`src/rtl/core/mbps_pkg.sv`:
```
// ---------------------------------------------------------------------------
// mbps_pkg: metaball pixel shader shared definitions
// Widths, codes and the item record passed from the front end to the engine.
// ---------------------------------------------------------------------------
`default_nettype none

package mbps_pkg;

   localparam int NUM_BALLS  = 5;
   localparam int COORD_BITS = 10;
   localparam int BALL_BITS  = (NUM_BALLS > 1) ? $clog2(NUM_BALLS) : 1;

   localparam int X_BITS     = COORD_BITS + 2;
   localparam int Y_BITS     = COORD_BITS + 1;
   localparam int PY_BITS    = COORD_BITS - 1;
   localparam int IDX_BITS   = 3;
   localparam int SPEED_BITS = 6;
   localparam int CHAN_BITS  = 8;
   localparam int CSR_ADDR_BITS = 2;
   localparam int CSR_DATA_BITS = COORD_BITS;

   localparam int WIDTH_RESET  = 800;
   localparam int HEIGHT_RESET = 450;
   localparam int SPEED_RESET  = 20;
   localparam int CHAN_MAX     = 255;

   // squared distance datapath
   localparam int DX_BITS = X_BITS + 1;
   localparam int SQ_BITS = 2 * (DX_BITS - 1);
   localparam int D2_BITS = SQ_BITS + 1;

   // 2550^2: full scale of one ball's contribution, squared
   localparam int FULL_SCALE_SQ = 6502500;
   localparam int KBITS     = $clog2(FULL_SCALE_SQ + 1);
   localparam int SQ_STEPS  = (KBITS + 1) / 2;
   localparam int RT_BITS   = 2 * SQ_STEPS;
   localparam int C_BITS    = SQ_STEPS;
   localparam int ACC_BITS  = C_BITS + 1;
   localparam int STEP_BITS = $clog2(KBITS);

   localparam int FIFO_DEPTH = 2;

   typedef enum logic [1:0] {
      REQ_LOAD  = 2'd0,
      REQ_FRAME = 2'd1,
      REQ_PIXEL = 2'd2
   } req_kind_type;

   typedef enum logic [1:0] {
      COL_RED     = 2'd0,
      COL_GREEN   = 2'd1,
      COL_BLUE    = 2'd2,
      COL_MAGENTA = 2'd3
   } color_type;

   typedef enum logic [CSR_ADDR_BITS-1:0] {
      CSR_FRAME_WIDTH  = 2'd0,
      CSR_FRAME_HEIGHT = 2'd1,
      CSR_BALL_SPEED   = 2'd2
   } csr_addr_type;

   typedef enum logic [2:0] {
      ST_IDLE,
      ST_MOVE,
      ST_DIST,
      ST_SUM,
      ST_DIV,
      ST_SQRT,
      ST_ACC,
      ST_OUT
   } eng_state_type;

   typedef struct packed {
      req_kind_type            kind;
      logic [BALL_BITS-1:0]    ball;
      logic [COORD_BITS-1:0]   x;
      logic [PY_BITS-1:0]      y;
      color_type               color;
   } op_type;

   typedef struct packed {
      logic full;
      logic empty;
   } fifo_stat_type;

endpackage

`default_nettype wire

```
`src/rtl/core/mbps_if.sv`:
```
// ---------------------------------------------------------------------------
// mbps channel interfaces
// Request, response and register write channels, valid/ready handshake.
// ---------------------------------------------------------------------------
`default_nettype none

interface mbps_req_if;
   logic                             valid;
   logic                             ready;
   logic [1:0]                       req_type;
   logic [mbps_pkg::IDX_BITS-1:0]    ball_index;
   logic [mbps_pkg::COORD_BITS-1:0]  pos_x;
   logic [mbps_pkg::PY_BITS-1:0]     pos_y;
   logic [1:0]                       color_code;

   modport source (output valid, req_type, ball_index, pos_x, pos_y, color_code,
                   input ready);
   modport sink   (input valid, req_type, ball_index, pos_x, pos_y, color_code,
                   output ready);
endinterface

interface mbps_rsp_if;
   logic                            valid;
   logic                            ready;
   logic [mbps_pkg::CHAN_BITS-1:0]  red;
   logic [mbps_pkg::CHAN_BITS-1:0]  green;
   logic [mbps_pkg::CHAN_BITS-1:0]  blue;

   modport source (output valid, red, green, blue, input ready);
   modport sink   (input valid, red, green, blue, output ready);
endinterface

interface mbps_csr_if;
   logic                                valid;
   logic                                ready;
   logic [mbps_pkg::CSR_ADDR_BITS-1:0]  addr;
   logic [mbps_pkg::CSR_DATA_BITS-1:0]  wdata;

   modport source (output valid, addr, wdata, input ready);
   modport sink   (input valid, addr, wdata, output ready);
endinterface

`default_nettype wire

```
`src/rtl/core/metaball_pixel_shader.sv`:
```
// ---------------------------------------------------------------------------
// metaball_pixel_shader: metaball renderer core
// Five bouncing balls; pixel requests return a saturated RGB intensity.
// ---------------------------------------------------------------------------
//  channel | direction | carries
//  req_bus | in        | req_type, ball_index, pos_x, pos_y, color_code
//  rsp_bus | out       | red, green, blue (pixel requests only)
//  csr_bus | in        | addr, wdata (0 width, 1 height, 2 speed)
//
//  Load: written in the engine's idle state. Frame: moves each ball in turn.
//  Pixel: distance and sum, then the shared 23-step divider
//  and 12-step square root that each ball passes through in turn.
//  A two-entry queue keeps requests flowing while the engine or rsp stalls.
//  Synchronous reset clears balls to zero and registers to 800/450/20.
// ---------------------------------------------------------------------------
`default_nettype none

module metaball_pixel_shader (
   input  logic          clock,
   input  logic          reset,
   mbps_req_if.sink      req_bus,
   mbps_rsp_if.source    rsp_bus,
   mbps_csr_if.sink      csr_bus
);

   mbps_pkg::op_type         push_op, pop_op;
   mbps_pkg::fifo_stat_type  fifo_stat;
   logic                     push, pop;

   mbps_front u_front (
      .req_bus   (req_bus),
      .fifo_stat (fifo_stat),
      .push      (push),
      .push_op   (push_op)
   );

   mbps_fifo u_fifo (
      .clock   (clock),
      .reset   (reset),
      .push    (push),
      .push_op (push_op),
      .pop     (pop),
      .pop_op  (pop_op),
      .stat    (fifo_stat)
   );

   mbps_engine u_engine (
      .clock     (clock),
      .reset     (reset),
      .csr_bus   (csr_bus),
      .rsp_bus   (rsp_bus),
      .pop_op    (pop_op),
      .fifo_stat (fifo_stat),
      .pop       (pop)
   );

endmodule

`default_nettype wire

```
`src/rtl/core/mbps_front.sv`:
```
// ---------------------------------------------------------------------------
// mbps_front: request intake
// Accepts requests, drops the ones with no effect and queues the rest.
// ---------------------------------------------------------------------------
`default_nettype none

module mbps_front (
   mbps_req_if.sink                  req_bus,
   input  mbps_pkg::fifo_stat_type   fifo_stat,
   output logic                      push,
   output mbps_pkg::op_type          push_op
);

   logic idx_ok;

   assign req_bus.ready = !fifo_stat.full;
   assign idx_ok = 32'(req_bus.ball_index) < mbps_pkg::NUM_BALLS;

   always_comb begin
      push_op.kind  = mbps_pkg::req_kind_type'(req_bus.req_type);
      push_op.ball  = mbps_pkg::BALL_BITS'(req_bus.ball_index);
      push_op.x     = req_bus.pos_x;
      push_op.y     = req_bus.pos_y;
      push_op.color = mbps_pkg::color_type'(req_bus.color_code);
   end

   // request type 3 and loads to a missing ball are swallowed here
   always_comb begin
      push = 1'b0;
      if (req_bus.valid && !fifo_stat.full) begin
         unique case (req_bus.req_type)
            mbps_pkg::REQ_LOAD:  push = idx_ok;
            mbps_pkg::REQ_FRAME: push = 1'b1;
            mbps_pkg::REQ_PIXEL: push = 1'b1;
            default:             push = 1'b0;
         endcase
      end
   end

endmodule

`default_nettype wire

```
`src/rtl/core/mbps_fifo.sv`:
```
// ---------------------------------------------------------------------------
// mbps_fifo: decoupling queue
// Short register queue between the front end and the engine.
// ---------------------------------------------------------------------------
`default_nettype none

module mbps_fifo (
   input  logic                      clock,
   input  logic                      reset,
   input  logic                      push,
   input  mbps_pkg::op_type          push_op,
   input  logic                      pop,
   output mbps_pkg::op_type          pop_op,
   output mbps_pkg::fifo_stat_type   stat
);

   localparam int PTR_BITS = (mbps_pkg::FIFO_DEPTH > 1) ? $clog2(mbps_pkg::FIFO_DEPTH) : 1;
   localparam int CNT_BITS = $clog2(mbps_pkg::FIFO_DEPTH + 1);

   mbps_pkg::op_type        mem_ff [mbps_pkg::FIFO_DEPTH];
   logic [PTR_BITS-1:0]     wr_ff, wr_in;
   logic [PTR_BITS-1:0]     rd_ff, rd_in;
   logic [CNT_BITS-1:0]     cnt_ff, cnt_in;
   logic                    do_push, do_pop;

   assign stat.full  = cnt_ff == CNT_BITS'(mbps_pkg::FIFO_DEPTH);
   assign stat.empty = cnt_ff == '0;
   assign do_push = push && !stat.full;
   assign do_pop  = pop && !stat.empty;
   assign pop_op  = mem_ff[rd_ff];

   always_comb begin
      wr_in  = wr_ff;
      rd_in  = rd_ff;
      cnt_in = cnt_ff;
      if (do_push) begin
         wr_in = (wr_ff == PTR_BITS'(mbps_pkg::FIFO_DEPTH - 1)) ? '0 : wr_ff + 1'b1;
      end
      if (do_pop) begin
         rd_in = (rd_ff == PTR_BITS'(mbps_pkg::FIFO_DEPTH - 1)) ? '0 : rd_ff + 1'b1;
      end
      if (do_push && !do_pop) begin
         cnt_in = cnt_ff + 1'b1;
      end else if (do_pop && !do_push) begin
         cnt_in = cnt_ff - 1'b1;
      end
   end

   always_ff @(posedge clock) begin
      if (reset) begin
         wr_ff  <= '0;
         rd_ff  <= '0;
         cnt_ff <= '0;
      end else begin
         wr_ff  <= wr_in;
         rd_ff  <= rd_in;
         cnt_ff <= cnt_in;
      end
   end

   always_ff @(posedge clock) begin
      if (do_push) begin
         mem_ff[wr_ff] <= push_op;
      end
   end

endmodule

`default_nettype wire

```
`src/rtl/core/mbps_engine.sv`:
```
// ---------------------------------------------------------------------------
// mbps_engine: ball state and shading sequencer
// Holds the balls and registers, moves balls on frames and shades pixels
// one ball at a time with a restoring divider and a bitwise square root.
// ---------------------------------------------------------------------------
`default_nettype none

module mbps_engine (
   input  logic                      clock,
   input  logic                      reset,
   mbps_csr_if.sink                  csr_bus,
   mbps_rsp_if.source                rsp_bus,
   input  mbps_pkg::op_type          pop_op,
   input  mbps_pkg::fifo_stat_type   fifo_stat,
   output logic                      pop
);

   localparam int NB = mbps_pkg::NUM_BALLS;
   localparam int BB = mbps_pkg::BALL_BITS;
   localparam int XB = mbps_pkg::X_BITS;
   localparam int YB = mbps_pkg::Y_BITS;
   localparam int CB = mbps_pkg::CHAN_BITS;
   localparam int SB = mbps_pkg::STEP_BITS;
   localparam logic [mbps_pkg::RT_BITS-1:0] SBIT_INIT =
      mbps_pkg::RT_BITS'(1) << (2 * (mbps_pkg::SQ_STEPS - 1));

   function automatic logic [CB-1:0] sat_add(input logic [CB-1:0] a,
                                             input logic [mbps_pkg::C_BITS-1:0] c);
      logic [mbps_pkg::ACC_BITS-1:0] s;
      s = mbps_pkg::ACC_BITS'(a) + mbps_pkg::ACC_BITS'(c);
      return (s > mbps_pkg::ACC_BITS'(mbps_pkg::CHAN_MAX)) ? CB'(mbps_pkg::CHAN_MAX)
                                                          : s[CB-1:0];
   endfunction

   // registers
   logic [mbps_pkg::COORD_BITS-1:0] width_ff, width_in;
   logic [mbps_pkg::PY_BITS-1:0]    height_ff, height_in;
   logic [mbps_pkg::SPEED_BITS-1:0] speed_ff, speed_in;

   // ball state
   logic [XB-1:0]         bx_ff [NB];
   logic [XB-1:0]         bx_in [NB];
   logic [YB-1:0]         by_ff [NB];
   logic [YB-1:0]         by_in [NB];
   logic                  bdx_ff [NB];
   logic                  bdx_in [NB];
   logic                  bdy_ff [NB];
   logic                  bdy_in [NB];
   mbps_pkg::color_type   bcol_ff [NB];
   mbps_pkg::color_type   bcol_in [NB];

   mbps_pkg::eng_state_type state_ff, state_in;
   logic [BB-1:0]                       cnt_ff, cnt_in;
   logic [SB-1:0]                       step_ff, step_in;
   logic [mbps_pkg::COORD_BITS-1:0]     px_ff, px_in;
   logic [mbps_pkg::PY_BITS-1:0]        py_ff, py_in;
   logic [mbps_pkg::SQ_BITS-1:0]        sqx_ff, sqx_in;
   logic [mbps_pkg::SQ_BITS-1:0]        sqy_ff, sqy_in;
   logic [mbps_pkg::D2_BITS-1:0]        d2_ff, d2_in;
   logic [mbps_pkg::D2_BITS-1:0]        rem_ff, rem_in;
   logic [mbps_pkg::KBITS-1:0]          quo_ff, quo_in;
   logic [mbps_pkg::KBITS-1:0]          sv_ff, sv_in;
   logic [mbps_pkg::RT_BITS-1:0]        sres_ff, sres_in;
   logic [mbps_pkg::RT_BITS-1:0]        sbit_ff, sbit_in;
   logic [CB-1:0]                       accr_ff, accr_in;
   logic [CB-1:0]                       accg_ff, accg_in;
   logic [CB-1:0]                       accb_ff, accb_in;
   logic [CB-1:0]                       outr_ff, outr_in;
   logic [CB-1:0]                       outg_ff, outg_in;
   logic [CB-1:0]                       outb_ff, outb_in;
   logic                                outv_ff, outv_in;

   // combinational helpers
   logic                                last_ball, div_done, sqrt_done, out_free;
   logic [XB-1:0]                       cur_x, spd_x, np_x;
   logic [YB-1:0]                       cur_y, spd_y, np_y;
   logic                                flip_x, flip_y;
   logic signed [mbps_pkg::DX_BITS-1:0] dx, dy;
   logic signed [2*mbps_pkg::DX_BITS-1:0] prod_x, prod_y;
   logic [mbps_pkg::D2_BITS:0]          div_r2;
   logic                                div_ge;
   logic [mbps_pkg::RT_BITS-1:0]        sq_trial;
   logic                                sq_ge;
   logic [mbps_pkg::C_BITS-1:0]         contrib;

   assign last_ball = cnt_ff == BB'(NB - 1);
   assign div_done  = step_ff == SB'(mbps_pkg::KBITS - 1);
   assign sqrt_done = step_ff == SB'(mbps_pkg::SQ_STEPS - 1);
   assign out_free  = !outv_ff || rsp_bus.ready;

   assign csr_bus.ready = 1'b1;
   assign rsp_bus.valid = outv_ff;
   assign rsp_bus.red   = outr_ff;
   assign rsp_bus.green = outg_ff;
   assign rsp_bus.blue  = outb_ff;

   // ball motion
   assign cur_x  = bx_ff[cnt_ff];
   assign cur_y  = by_ff[cnt_ff];
   assign spd_x  = XB'(speed_ff);
   assign spd_y  = YB'(speed_ff);
   assign np_x   = bdx_ff[cnt_ff] ? cur_x - spd_x : cur_x + spd_x;
   assign np_y   = bdy_ff[cnt_ff] ? cur_y - spd_y : cur_y + spd_y;
   assign flip_x = np_x[XB-1] || (np_x[XB-2:0] > (XB-1)'(width_ff));
   assign flip_y = np_y[YB-1] || (np_y[YB-2:0] > (YB-1)'(height_ff));

   // distance
   assign dx     = mbps_pkg::DX_BITS'($signed(cur_x)) - mbps_pkg::DX_BITS'($signed({1'b0, px_ff}));
   assign dy     = mbps_pkg::DX_BITS'($signed(cur_y)) - mbps_pkg::DX_BITS'($signed({2'b0, py_ff}));
   assign prod_x = dx * dx;
   assign prod_y = dy * dy;

   // one restoring division step
   assign div_r2 = {rem_ff, quo_ff[mbps_pkg::KBITS-1]};
   assign div_ge = div_r2 >= {1'b0, d2_ff};

   // one square root step
   assign sq_trial = sres_ff + sbit_ff;
   assign sq_ge    = mbps_pkg::RT_BITS'(sv_ff) >= sq_trial;

   // a ball right on the pixel gives full intensity
   assign contrib = (d2_ff == '0) ? mbps_pkg::C_BITS'(mbps_pkg::CHAN_MAX)
                                  : sres_ff[mbps_pkg::C_BITS-1:0];

   // next state
   always_comb begin
      state_in = state_ff;
      unique case (state_ff)
         mbps_pkg::ST_IDLE: begin
            if (!fifo_stat.empty) begin
               if (pop_op.kind == mbps_pkg::REQ_FRAME) begin
                  state_in = mbps_pkg::ST_MOVE;
               end else if (pop_op.kind == mbps_pkg::REQ_PIXEL) begin
                  state_in = mbps_pkg::ST_DIST;
               end
            end
         end
         mbps_pkg::ST_MOVE: if (last_ball) state_in = mbps_pkg::ST_IDLE;
         mbps_pkg::ST_DIST: state_in = mbps_pkg::ST_SUM;
         mbps_pkg::ST_SUM:  state_in = mbps_pkg::ST_DIV;
         mbps_pkg::ST_DIV:  if (div_done) state_in = mbps_pkg::ST_SQRT;
         mbps_pkg::ST_SQRT: if (sqrt_done) state_in = mbps_pkg::ST_ACC;
         mbps_pkg::ST_ACC:  state_in = last_ball ? mbps_pkg::ST_OUT : mbps_pkg::ST_DIST;
         mbps_pkg::ST_OUT:  if (out_free) state_in = mbps_pkg::ST_IDLE;
         default:           state_in = mbps_pkg::ST_IDLE;
      endcase
   end

   // outputs and datapath
   always_comb begin
      pop       = 1'b0;
      width_in  = width_ff;
      height_in = height_ff;
      speed_in  = speed_ff;
      bx_in     = bx_ff;
      by_in     = by_ff;
      bdx_in    = bdx_ff;
      bdy_in    = bdy_ff;
      bcol_in   = bcol_ff;
      cnt_in    = cnt_ff;
      step_in   = step_ff;
      px_in     = px_ff;
      py_in     = py_ff;
      sqx_in    = sqx_ff;
      sqy_in    = sqy_ff;
      d2_in     = d2_ff;
      rem_in    = rem_ff;
      quo_in    = quo_ff;
      sv_in     = sv_ff;
      sres_in   = sres_ff;
      sbit_in   = sbit_ff;
      accr_in   = accr_ff;
      accg_in   = accg_ff;
      accb_in   = accb_ff;
      outr_in   = outr_ff;
      outg_in   = outg_ff;
      outb_in   = outb_ff;
      outv_in   = outv_ff && !rsp_bus.ready;

      if (csr_bus.valid) begin
         unique case (csr_bus.addr)
            mbps_pkg::CSR_FRAME_WIDTH:  width_in  = csr_bus.wdata;
            mbps_pkg::CSR_FRAME_HEIGHT: height_in = csr_bus.wdata[mbps_pkg::PY_BITS-1:0];
            mbps_pkg::CSR_BALL_SPEED:   speed_in  = csr_bus.wdata[mbps_pkg::SPEED_BITS-1:0];
            default: ;
         endcase
      end

      unique case (state_ff)
         mbps_pkg::ST_IDLE: begin
            pop    = !fifo_stat.empty;
            cnt_in = '0;
            if (!fifo_stat.empty) begin
               if (pop_op.kind == mbps_pkg::REQ_LOAD) begin
                  bx_in[pop_op.ball]   = XB'(pop_op.x);
                  by_in[pop_op.ball]   = YB'(pop_op.y);
                  bdx_in[pop_op.ball]  = 1'b0;
                  bdy_in[pop_op.ball]  = 1'b0;
                  bcol_in[pop_op.ball] = pop_op.color;
               end
               px_in   = pop_op.x;
               py_in   = pop_op.y;
               accr_in = '0;
               accg_in = '0;
               accb_in = '0;
            end
         end
         mbps_pkg::ST_MOVE: begin
            bx_in[cnt_ff]  = np_x;
            by_in[cnt_ff]  = np_y;
            bdx_in[cnt_ff] = bdx_ff[cnt_ff] ^ flip_x;
            bdy_in[cnt_ff] = bdy_ff[cnt_ff] ^ flip_y;
            cnt_in         = cnt_ff + 1'b1;
         end
         mbps_pkg::ST_DIST: begin
            sqx_in = prod_x[mbps_pkg::SQ_BITS-1:0];
            sqy_in = prod_y[mbps_pkg::SQ_BITS-1:0];
         end
         mbps_pkg::ST_SUM: begin
            d2_in   = mbps_pkg::D2_BITS'(sqx_ff) + mbps_pkg::D2_BITS'(sqy_ff);
            rem_in  = '0;
            quo_in  = mbps_pkg::KBITS'(mbps_pkg::FULL_SCALE_SQ);
            step_in = '0;
         end
         mbps_pkg::ST_DIV: begin
            rem_in  = div_ge ? mbps_pkg::D2_BITS'(div_r2 - {1'b0, d2_ff})
                             : mbps_pkg::D2_BITS'(div_r2);
            quo_in  = {quo_ff[mbps_pkg::KBITS-2:0], div_ge};
            step_in = step_ff + 1'b1;
            if (div_done) begin
               sv_in   = {quo_ff[mbps_pkg::KBITS-2:0], div_ge};
               sres_in = '0;
               sbit_in = SBIT_INIT;
               step_in = '0;
            end
         end
         mbps_pkg::ST_SQRT: begin
            if (sq_ge) begin
               sv_in   = sv_ff - sq_trial[mbps_pkg::KBITS-1:0];
               sres_in = (sres_ff >> 1) + sbit_ff;
            end else begin
               sres_in = sres_ff >> 1;
            end
            sbit_in = sbit_ff >> 2;
            step_in = step_ff + 1'b1;
         end
         mbps_pkg::ST_ACC: begin
            case (bcol_ff[cnt_ff])
               mbps_pkg::COL_RED:   accr_in = sat_add(accr_ff, contrib);
               mbps_pkg::COL_GREEN: accg_in = sat_add(accg_ff, contrib);
               mbps_pkg::COL_BLUE:  accb_in = sat_add(accb_ff, contrib);
               default: begin
                  accr_in = sat_add(accr_ff, contrib);
                  accb_in = sat_add(accb_ff, contrib);
               end
            endcase
            cnt_in = cnt_ff + 1'b1;
         end
         mbps_pkg::ST_OUT: begin
            if (out_free) begin
               outr_in = accr_ff;
               outg_in = accg_ff;
               outb_in = accb_ff;
               outv_in = 1'b1;
            end
         end
         default: ;
      endcase
   end

   always_ff @(posedge clock) begin
      if (reset) begin
         state_ff  <= mbps_pkg::ST_IDLE;
         outv_ff   <= 1'b0;
         width_ff  <= mbps_pkg::COORD_BITS'(mbps_pkg::WIDTH_RESET);
         height_ff <= mbps_pkg::PY_BITS'(mbps_pkg::HEIGHT_RESET);
         speed_ff  <= mbps_pkg::SPEED_BITS'(mbps_pkg::SPEED_RESET);
         cnt_ff    <= '0;
         step_ff   <= '0;
         for (int i = 0; i < NB; i++) begin
            bx_ff[i]   <= '0;
            by_ff[i]   <= '0;
            bdx_ff[i]  <= 1'b0;
            bdy_ff[i]  <= 1'b0;
            bcol_ff[i] <= mbps_pkg::COL_RED;
         end
      end else begin
         state_ff  <= state_in;
         outv_ff   <= outv_in;
         width_ff  <= width_in;
         height_ff <= height_in;
         speed_ff  <= speed_in;
         cnt_ff    <= cnt_in;
         step_ff   <= step_in;
         bx_ff     <= bx_in;
         by_ff     <= by_in;
         bdx_ff    <= bdx_in;
         bdy_ff    <= bdy_in;
         bcol_ff   <= bcol_in;
      end
   end

   always_ff @(posedge clock) begin
      px_ff   <= px_in;
      py_ff   <= py_in;
      sqx_ff  <= sqx_in;
      sqy_ff  <= sqy_in;
      d2_ff   <= d2_in;
      rem_ff  <= rem_in;
      quo_ff  <= quo_in;
      sv_ff   <= sv_in;
      sres_ff <= sres_in;
      sbit_ff <= sbit_in;
      accr_ff <= accr_in;
      accg_ff <= accg_in;
      accb_ff <= accb_in;
      outr_ff <= outr_in;
      outg_ff <= outg_in;
      outb_ff <= outb_in;
   end

endmodule

`default_nettype wire

```
`src/flat_wrapper.sv`:
```
// flat-port wrapper written by rule: the top's interface ports become plain ports
module metaball_pixel_shader_flat 
  (clock, reset, req_bus_valid, req_bus_req_type, req_bus_ball_index, req_bus_pos_x, req_bus_pos_y, req_bus_color_code, req_bus_ready, rsp_bus_valid, rsp_bus_red, rsp_bus_green, rsp_bus_blue, rsp_bus_ready, csr_bus_valid, csr_bus_addr, csr_bus_wdata, csr_bus_ready);
  mbps_req_if req_bus_i ();
  mbps_rsp_if rsp_bus_i ();
  mbps_csr_if csr_bus_i ();
  input  logic clock;
  input  logic reset;
  input wire logic [$bits(req_bus_i.valid)-1:0] req_bus_valid;
  input wire logic [$bits(req_bus_i.req_type)-1:0] req_bus_req_type;
  input wire logic [$bits(req_bus_i.ball_index)-1:0] req_bus_ball_index;
  input wire logic [$bits(req_bus_i.pos_x)-1:0] req_bus_pos_x;
  input wire logic [$bits(req_bus_i.pos_y)-1:0] req_bus_pos_y;
  input wire logic [$bits(req_bus_i.color_code)-1:0] req_bus_color_code;
  output wire logic [$bits(req_bus_i.ready)-1:0] req_bus_ready;
  output wire logic [$bits(rsp_bus_i.valid)-1:0] rsp_bus_valid;
  output wire logic [$bits(rsp_bus_i.red)-1:0] rsp_bus_red;
  output wire logic [$bits(rsp_bus_i.green)-1:0] rsp_bus_green;
  output wire logic [$bits(rsp_bus_i.blue)-1:0] rsp_bus_blue;
  input wire logic [$bits(rsp_bus_i.ready)-1:0] rsp_bus_ready;
  input wire logic [$bits(csr_bus_i.valid)-1:0] csr_bus_valid;
  input wire logic [$bits(csr_bus_i.addr)-1:0] csr_bus_addr;
  input wire logic [$bits(csr_bus_i.wdata)-1:0] csr_bus_wdata;
  output wire logic [$bits(csr_bus_i.ready)-1:0] csr_bus_ready;
  assign req_bus_i.valid = req_bus_valid;
  assign req_bus_i.req_type = req_bus_req_type;
  assign req_bus_i.ball_index = req_bus_ball_index;
  assign req_bus_i.pos_x = req_bus_pos_x;
  assign req_bus_i.pos_y = req_bus_pos_y;
  assign req_bus_i.color_code = req_bus_color_code;
  assign req_bus_ready = req_bus_i.ready;
  assign rsp_bus_valid = rsp_bus_i.valid;
  assign rsp_bus_red = rsp_bus_i.red;
  assign rsp_bus_green = rsp_bus_i.green;
  assign rsp_bus_blue = rsp_bus_i.blue;
  assign rsp_bus_i.ready = rsp_bus_ready;
  assign csr_bus_i.valid = csr_bus_valid;
  assign csr_bus_i.addr = csr_bus_addr;
  assign csr_bus_i.wdata = csr_bus_wdata;
  assign csr_bus_ready = csr_bus_i.ready;
  metaball_pixel_shader u_core (.clock(clock), .reset(reset), .req_bus(req_bus_i), .rsp_bus(rsp_bus_i), .csr_bus(csr_bus_i));
endmodule
```
`config.mk`:
```
export PLATFORM = sky130hd
export DESIGN_NAME = metaball_pixel_shader_flat
export DESIGN_NICKNAME = d
export VERILOG_FILES = /design/src/rtl/core/mbps_pkg.sv /design/src/rtl/core/mbps_if.sv /design/src/rtl/core/metaball_pixel_shader.sv /design/src/rtl/core/mbps_front.sv /design/src/rtl/core/mbps_fifo.sv /design/src/rtl/core/mbps_engine.sv /design/src/flat_wrapper.sv
export SDC_FILE = /design/constraint.sdc
export NUM_CORES = 2
export LEC_CHECK = 0
export ABC_AREA = 0
export ABC_CLOCK_PERIOD_IN_PS = 21400
export BUFFER_PORTS_ARGS = -buffer_cell sky130_fd_sc_hd__buf_2
export CAP_MARGIN = 10
export CORE_UTILIZATION = 47
export CTS_CLUSTER_DIAMETER = 60
export CTS_CLUSTER_SIZE = 14
export DETAILED_ROUTE_END_ITERATION = 6
export GPL_ROUTABILITY_DRIVEN = 0
export SYNTH_ARGS = -nofsm -noshare
export SYNTH_HDL_FRONTEND = slang
export SYNTH_SLANG_ARGS = --single-unit
export TNS_END_PERCENT = 30
```
`constraint.sdc`:
```
create_clock -name clock -period 21.4 [get_ports clock]
set_clock_uncertainty 0.1 [all_clocks]
set_input_delay 3.21 -clock clock [delete_from_list [all_inputs] [get_ports clock]]
set_output_delay 3.21 -clock clock [all_outputs]
set_load 0.01 [all_outputs]
```
==> out/summary.txt <==
buffers inserted by post-CTS timing repair: 0
hold buffer count at cts: 0
# resized after CTS: 0
global routing's busiest layer: met2
Seq/Total Area, Yosys: 0.332
CTS Root Cell: clkbuf_16
Slew HR: 0.192
drt pass-1 iters: 7
Reg2Reg Depth: 34
worst hold path class: register to register
Synth Flop Type: edfxtp_1
Placed Instances: 4,927
routed via count: 27,800
Hold Vio Cnt, Final: 0
Layout Utilization: 0.514
hold_ws: 0.354 ns
worst-path fanout max: 23
Post-synth top cells: 485 x inv_1, 410 x nor2_1, 315 x ha_1, 315 x nand2_1, 297 x edfxtp_1
htree depth: 2
Chip Width: 284 um
unrepaired setup endpoints after global routing: false
Non-Filler Instances: 5,017
post-synthesis instance total: 3,887
worst-skew pair later-pin latency: 0.62 ns
reg2reg end: u_core.u_engine.sqx_ff[22]
area grow syn2layout: 8.18%
TritonCTS clock tree: built
number of synthesized flops with an enable pin: 297
most frequent CP cell: fa_1
vias per cell: 5.54
core area: 0.0790 mm^2
status: completed
Slew @ Worst Pin: 1.21 ns
Setup Viol. Count Final: 0
die area: 0.0809 mm^2
biggest area consumer among synthesized cells: edfxtp_1
Reg2Reg Launch Point: u_core.u_engine.cnt_ff[1]
Buffers on Ports: 68
CP max-delay cell: dfxtp_2
synthesized net count: 4,508
area of the mapped netlist: 0.0375 mm^2
post-DR wirelength/cell: 18.6 um
GRT overflow: 0
post-synth top area share: 0.238
Post-DP HPWL: 69,700 um
Startpoint Class: register
top cells by area, synth: edfxtp_1 24%, fa_1 14%, ha_1 11%, dfxtp_1 9.4%, inv_1 4.9%
Req. time, crit path: 21.65 ns
DRT antenna net count: 0
maximum clock path buffer count: 3
Bufs and invs on worst path: 6
setup TNS: 0 ns
layout cells sized above 1: 0.0812
met2 Use GR: 0.373
Initial DRC Count: 2,029
DRC Markers: 0
post-route clock period utilization: 0.459
YS warnings: 0
reg2reg setup slack: 11.58 ns
Min-Delay Path Depth: 2
count leader, synth: inv_1
DRT Wirelength: 93,100 um
initial antenna violation count: 1
first-pass GRT wire length: 148,000 um
fmax: 102 MHz
fin crit period: 9.82 ns
Synth cell types: 101
FP Rows: 103
Antenna Cells: 0
largest net degree at the start of global routing: 133
delay-heaviest family, CP: adder cells
beginning of the worst hold path: u_core.u_engine.width_ff[4]
GRT Total Usage: 0.230
mean post-synth cell area: 9.65 um^2
number of global-route vias before repair: 27,300
Critical Path AT: 10.07 ns
asr flop ratio synth: 0
Inserted Clock Buffers: 48
clk slew on worst S/H paths: 0.06 ns
Slew Viols, Final: 0
maxcap violations: 0
Filler Cells Inserted: 7,357
kind of critical path: register to register
Die Ht: 284 um
Clock Sinks: 474
Final nets: 4,549
max incr delay on CP: 0.73 ns
Hold EP: u_core.u_engine.width_ff[4]
Synth Register Bits: 474
GRT met3 Usage: 0.0287
Crit. End Element: register
Boundary Pins: 70
M1 GR Usage: 0.318
Starting Density: 0.475
==> stage by stage <==
step,cell area (um^2),worst slack (ns)
3_5_place_dp,39000,11.60
2_1_floorplan,37500,12.20
3_3_place_gp,39000,11.73
5_1_grt,40600,10.85
4_1_cts,40500,11.57
6_report,40600,11.58
==> kinds of logic (layout without fill, tap and decap cells) <==
group                      count (synthesis)  in the layout  share of synthesized area
DFF                                      474            474                      0.332
adders and majority gates                578            578                      0.245
AOI/OAI and AO/OA                        809            809                      0.142
muxes                                     82             82                     0.0284
buffers and inverters                    616            696                     0.0637
and+or+nand+nor                         1106           1106                      0.136
other                                      1              1                   0.000100
xor gates and xnor gates                 221            221                     0.0525
==> layout by cell type, fill, tap and decap left out, drive strengths merged, types with 24 or more instances in the layout <==
cell type    n
inv        500
nor2       412
nand2      316
ha         315
edfxtp     297
fa         263
a21oi      221
dfxtp      177
o21ai      173
xnor2      144
buf        114
nor3        80
xor2        77
clkbuf      62
nand3       48
a31oi       47
and2        47
a211oi      46
nor2b       45
a21o        44
mux2i       39
o21a        32
a22oi       29
nand2b      28
mux2        26
o22ai       24
or3         24
==> worst min-delay path, stage by stage (launching register included) <==
cell	delay, ns
dfxtp_1	0.31
nand2_1	0.05
a21oi_1	0.05
==> registers in the layout, summed over array words and instances (netlist names), 9 cells and up, named ones only <==
register,count
u_core.u_engine.px_ff,10
u_core.u_fifo.mem_ff,52
u_core.u_engine.width_ff,10
u_core.u_engine.py_ff,9
u_core.u_engine.d2_ff,25
u_core.u_engine.sres_ff,24
u_core.u_engine.rem_ff,25
u_core.u_engine.quo_ff,23
u_core.u_engine.sv_ff,23
u_core.u_engine.height_ff,9
u_core.u_engine.sqx_ff,23
u_core.u_engine.bx_ff,60
u_core.u_engine.sbit_ff,12
u_core.u_engine.sqy_ff,23
u_core.u_engine.by_ff,55
u_core.u_engine.bcol_ff,10
==> area by class of cell <==
type / instances / area (um^2) / area share
clock buffers: 62 / 1280 / 0.0317
well taps: 1050 / 1310 / 0.0324
flip-flops and latches: 474 / 12500 / 0.307
clock inverters: 27 / 262 / 0.00645
inverters: 493 / 1850 / 0.0456
multi-input cells: 2797 / 22700 / 0.559
repair buffers: 114 / 712 / 0.0175
==> per-layer routing <==
metal  wire, um  vias to the layer above
met5          0                        -
met4       3130                        0
met3       4610                      154
met2      43300                      705
met1      42100                    13400
li1           -                    13500
==> how the worst max path moves through the flow <==
stage                              startpoint                          to  slack, ns  depth (start not counted)
detailed placement  u_core.u_engine.cnt_ff[1]  u_core.u_engine.sqx_ff[21]      11.60                         34
floorplan           u_core.u_engine.cnt_ff[0]  u_core.u_engine.sqx_ff[21]      12.20                         36
global placement    u_core.u_engine.cnt_ff[1]  u_core.u_engine.sqx_ff[21]      11.73                         38
CTS                 u_core.u_engine.cnt_ff[1]  u_core.u_engine.sqx_ff[22]      11.57                         38
global route        u_core.u_engine.cnt_ff[1]  u_core.u_engine.sqx_ff[21]      10.85                         34
finish              u_core.u_engine.cnt_ff[1]  u_core.u_engine.sqx_ff[22]      11.58                         34
Power is left out: the tool's default activity adds up to more than one toggle a clock period on the data nets, which glitch-free logic cannot reach.
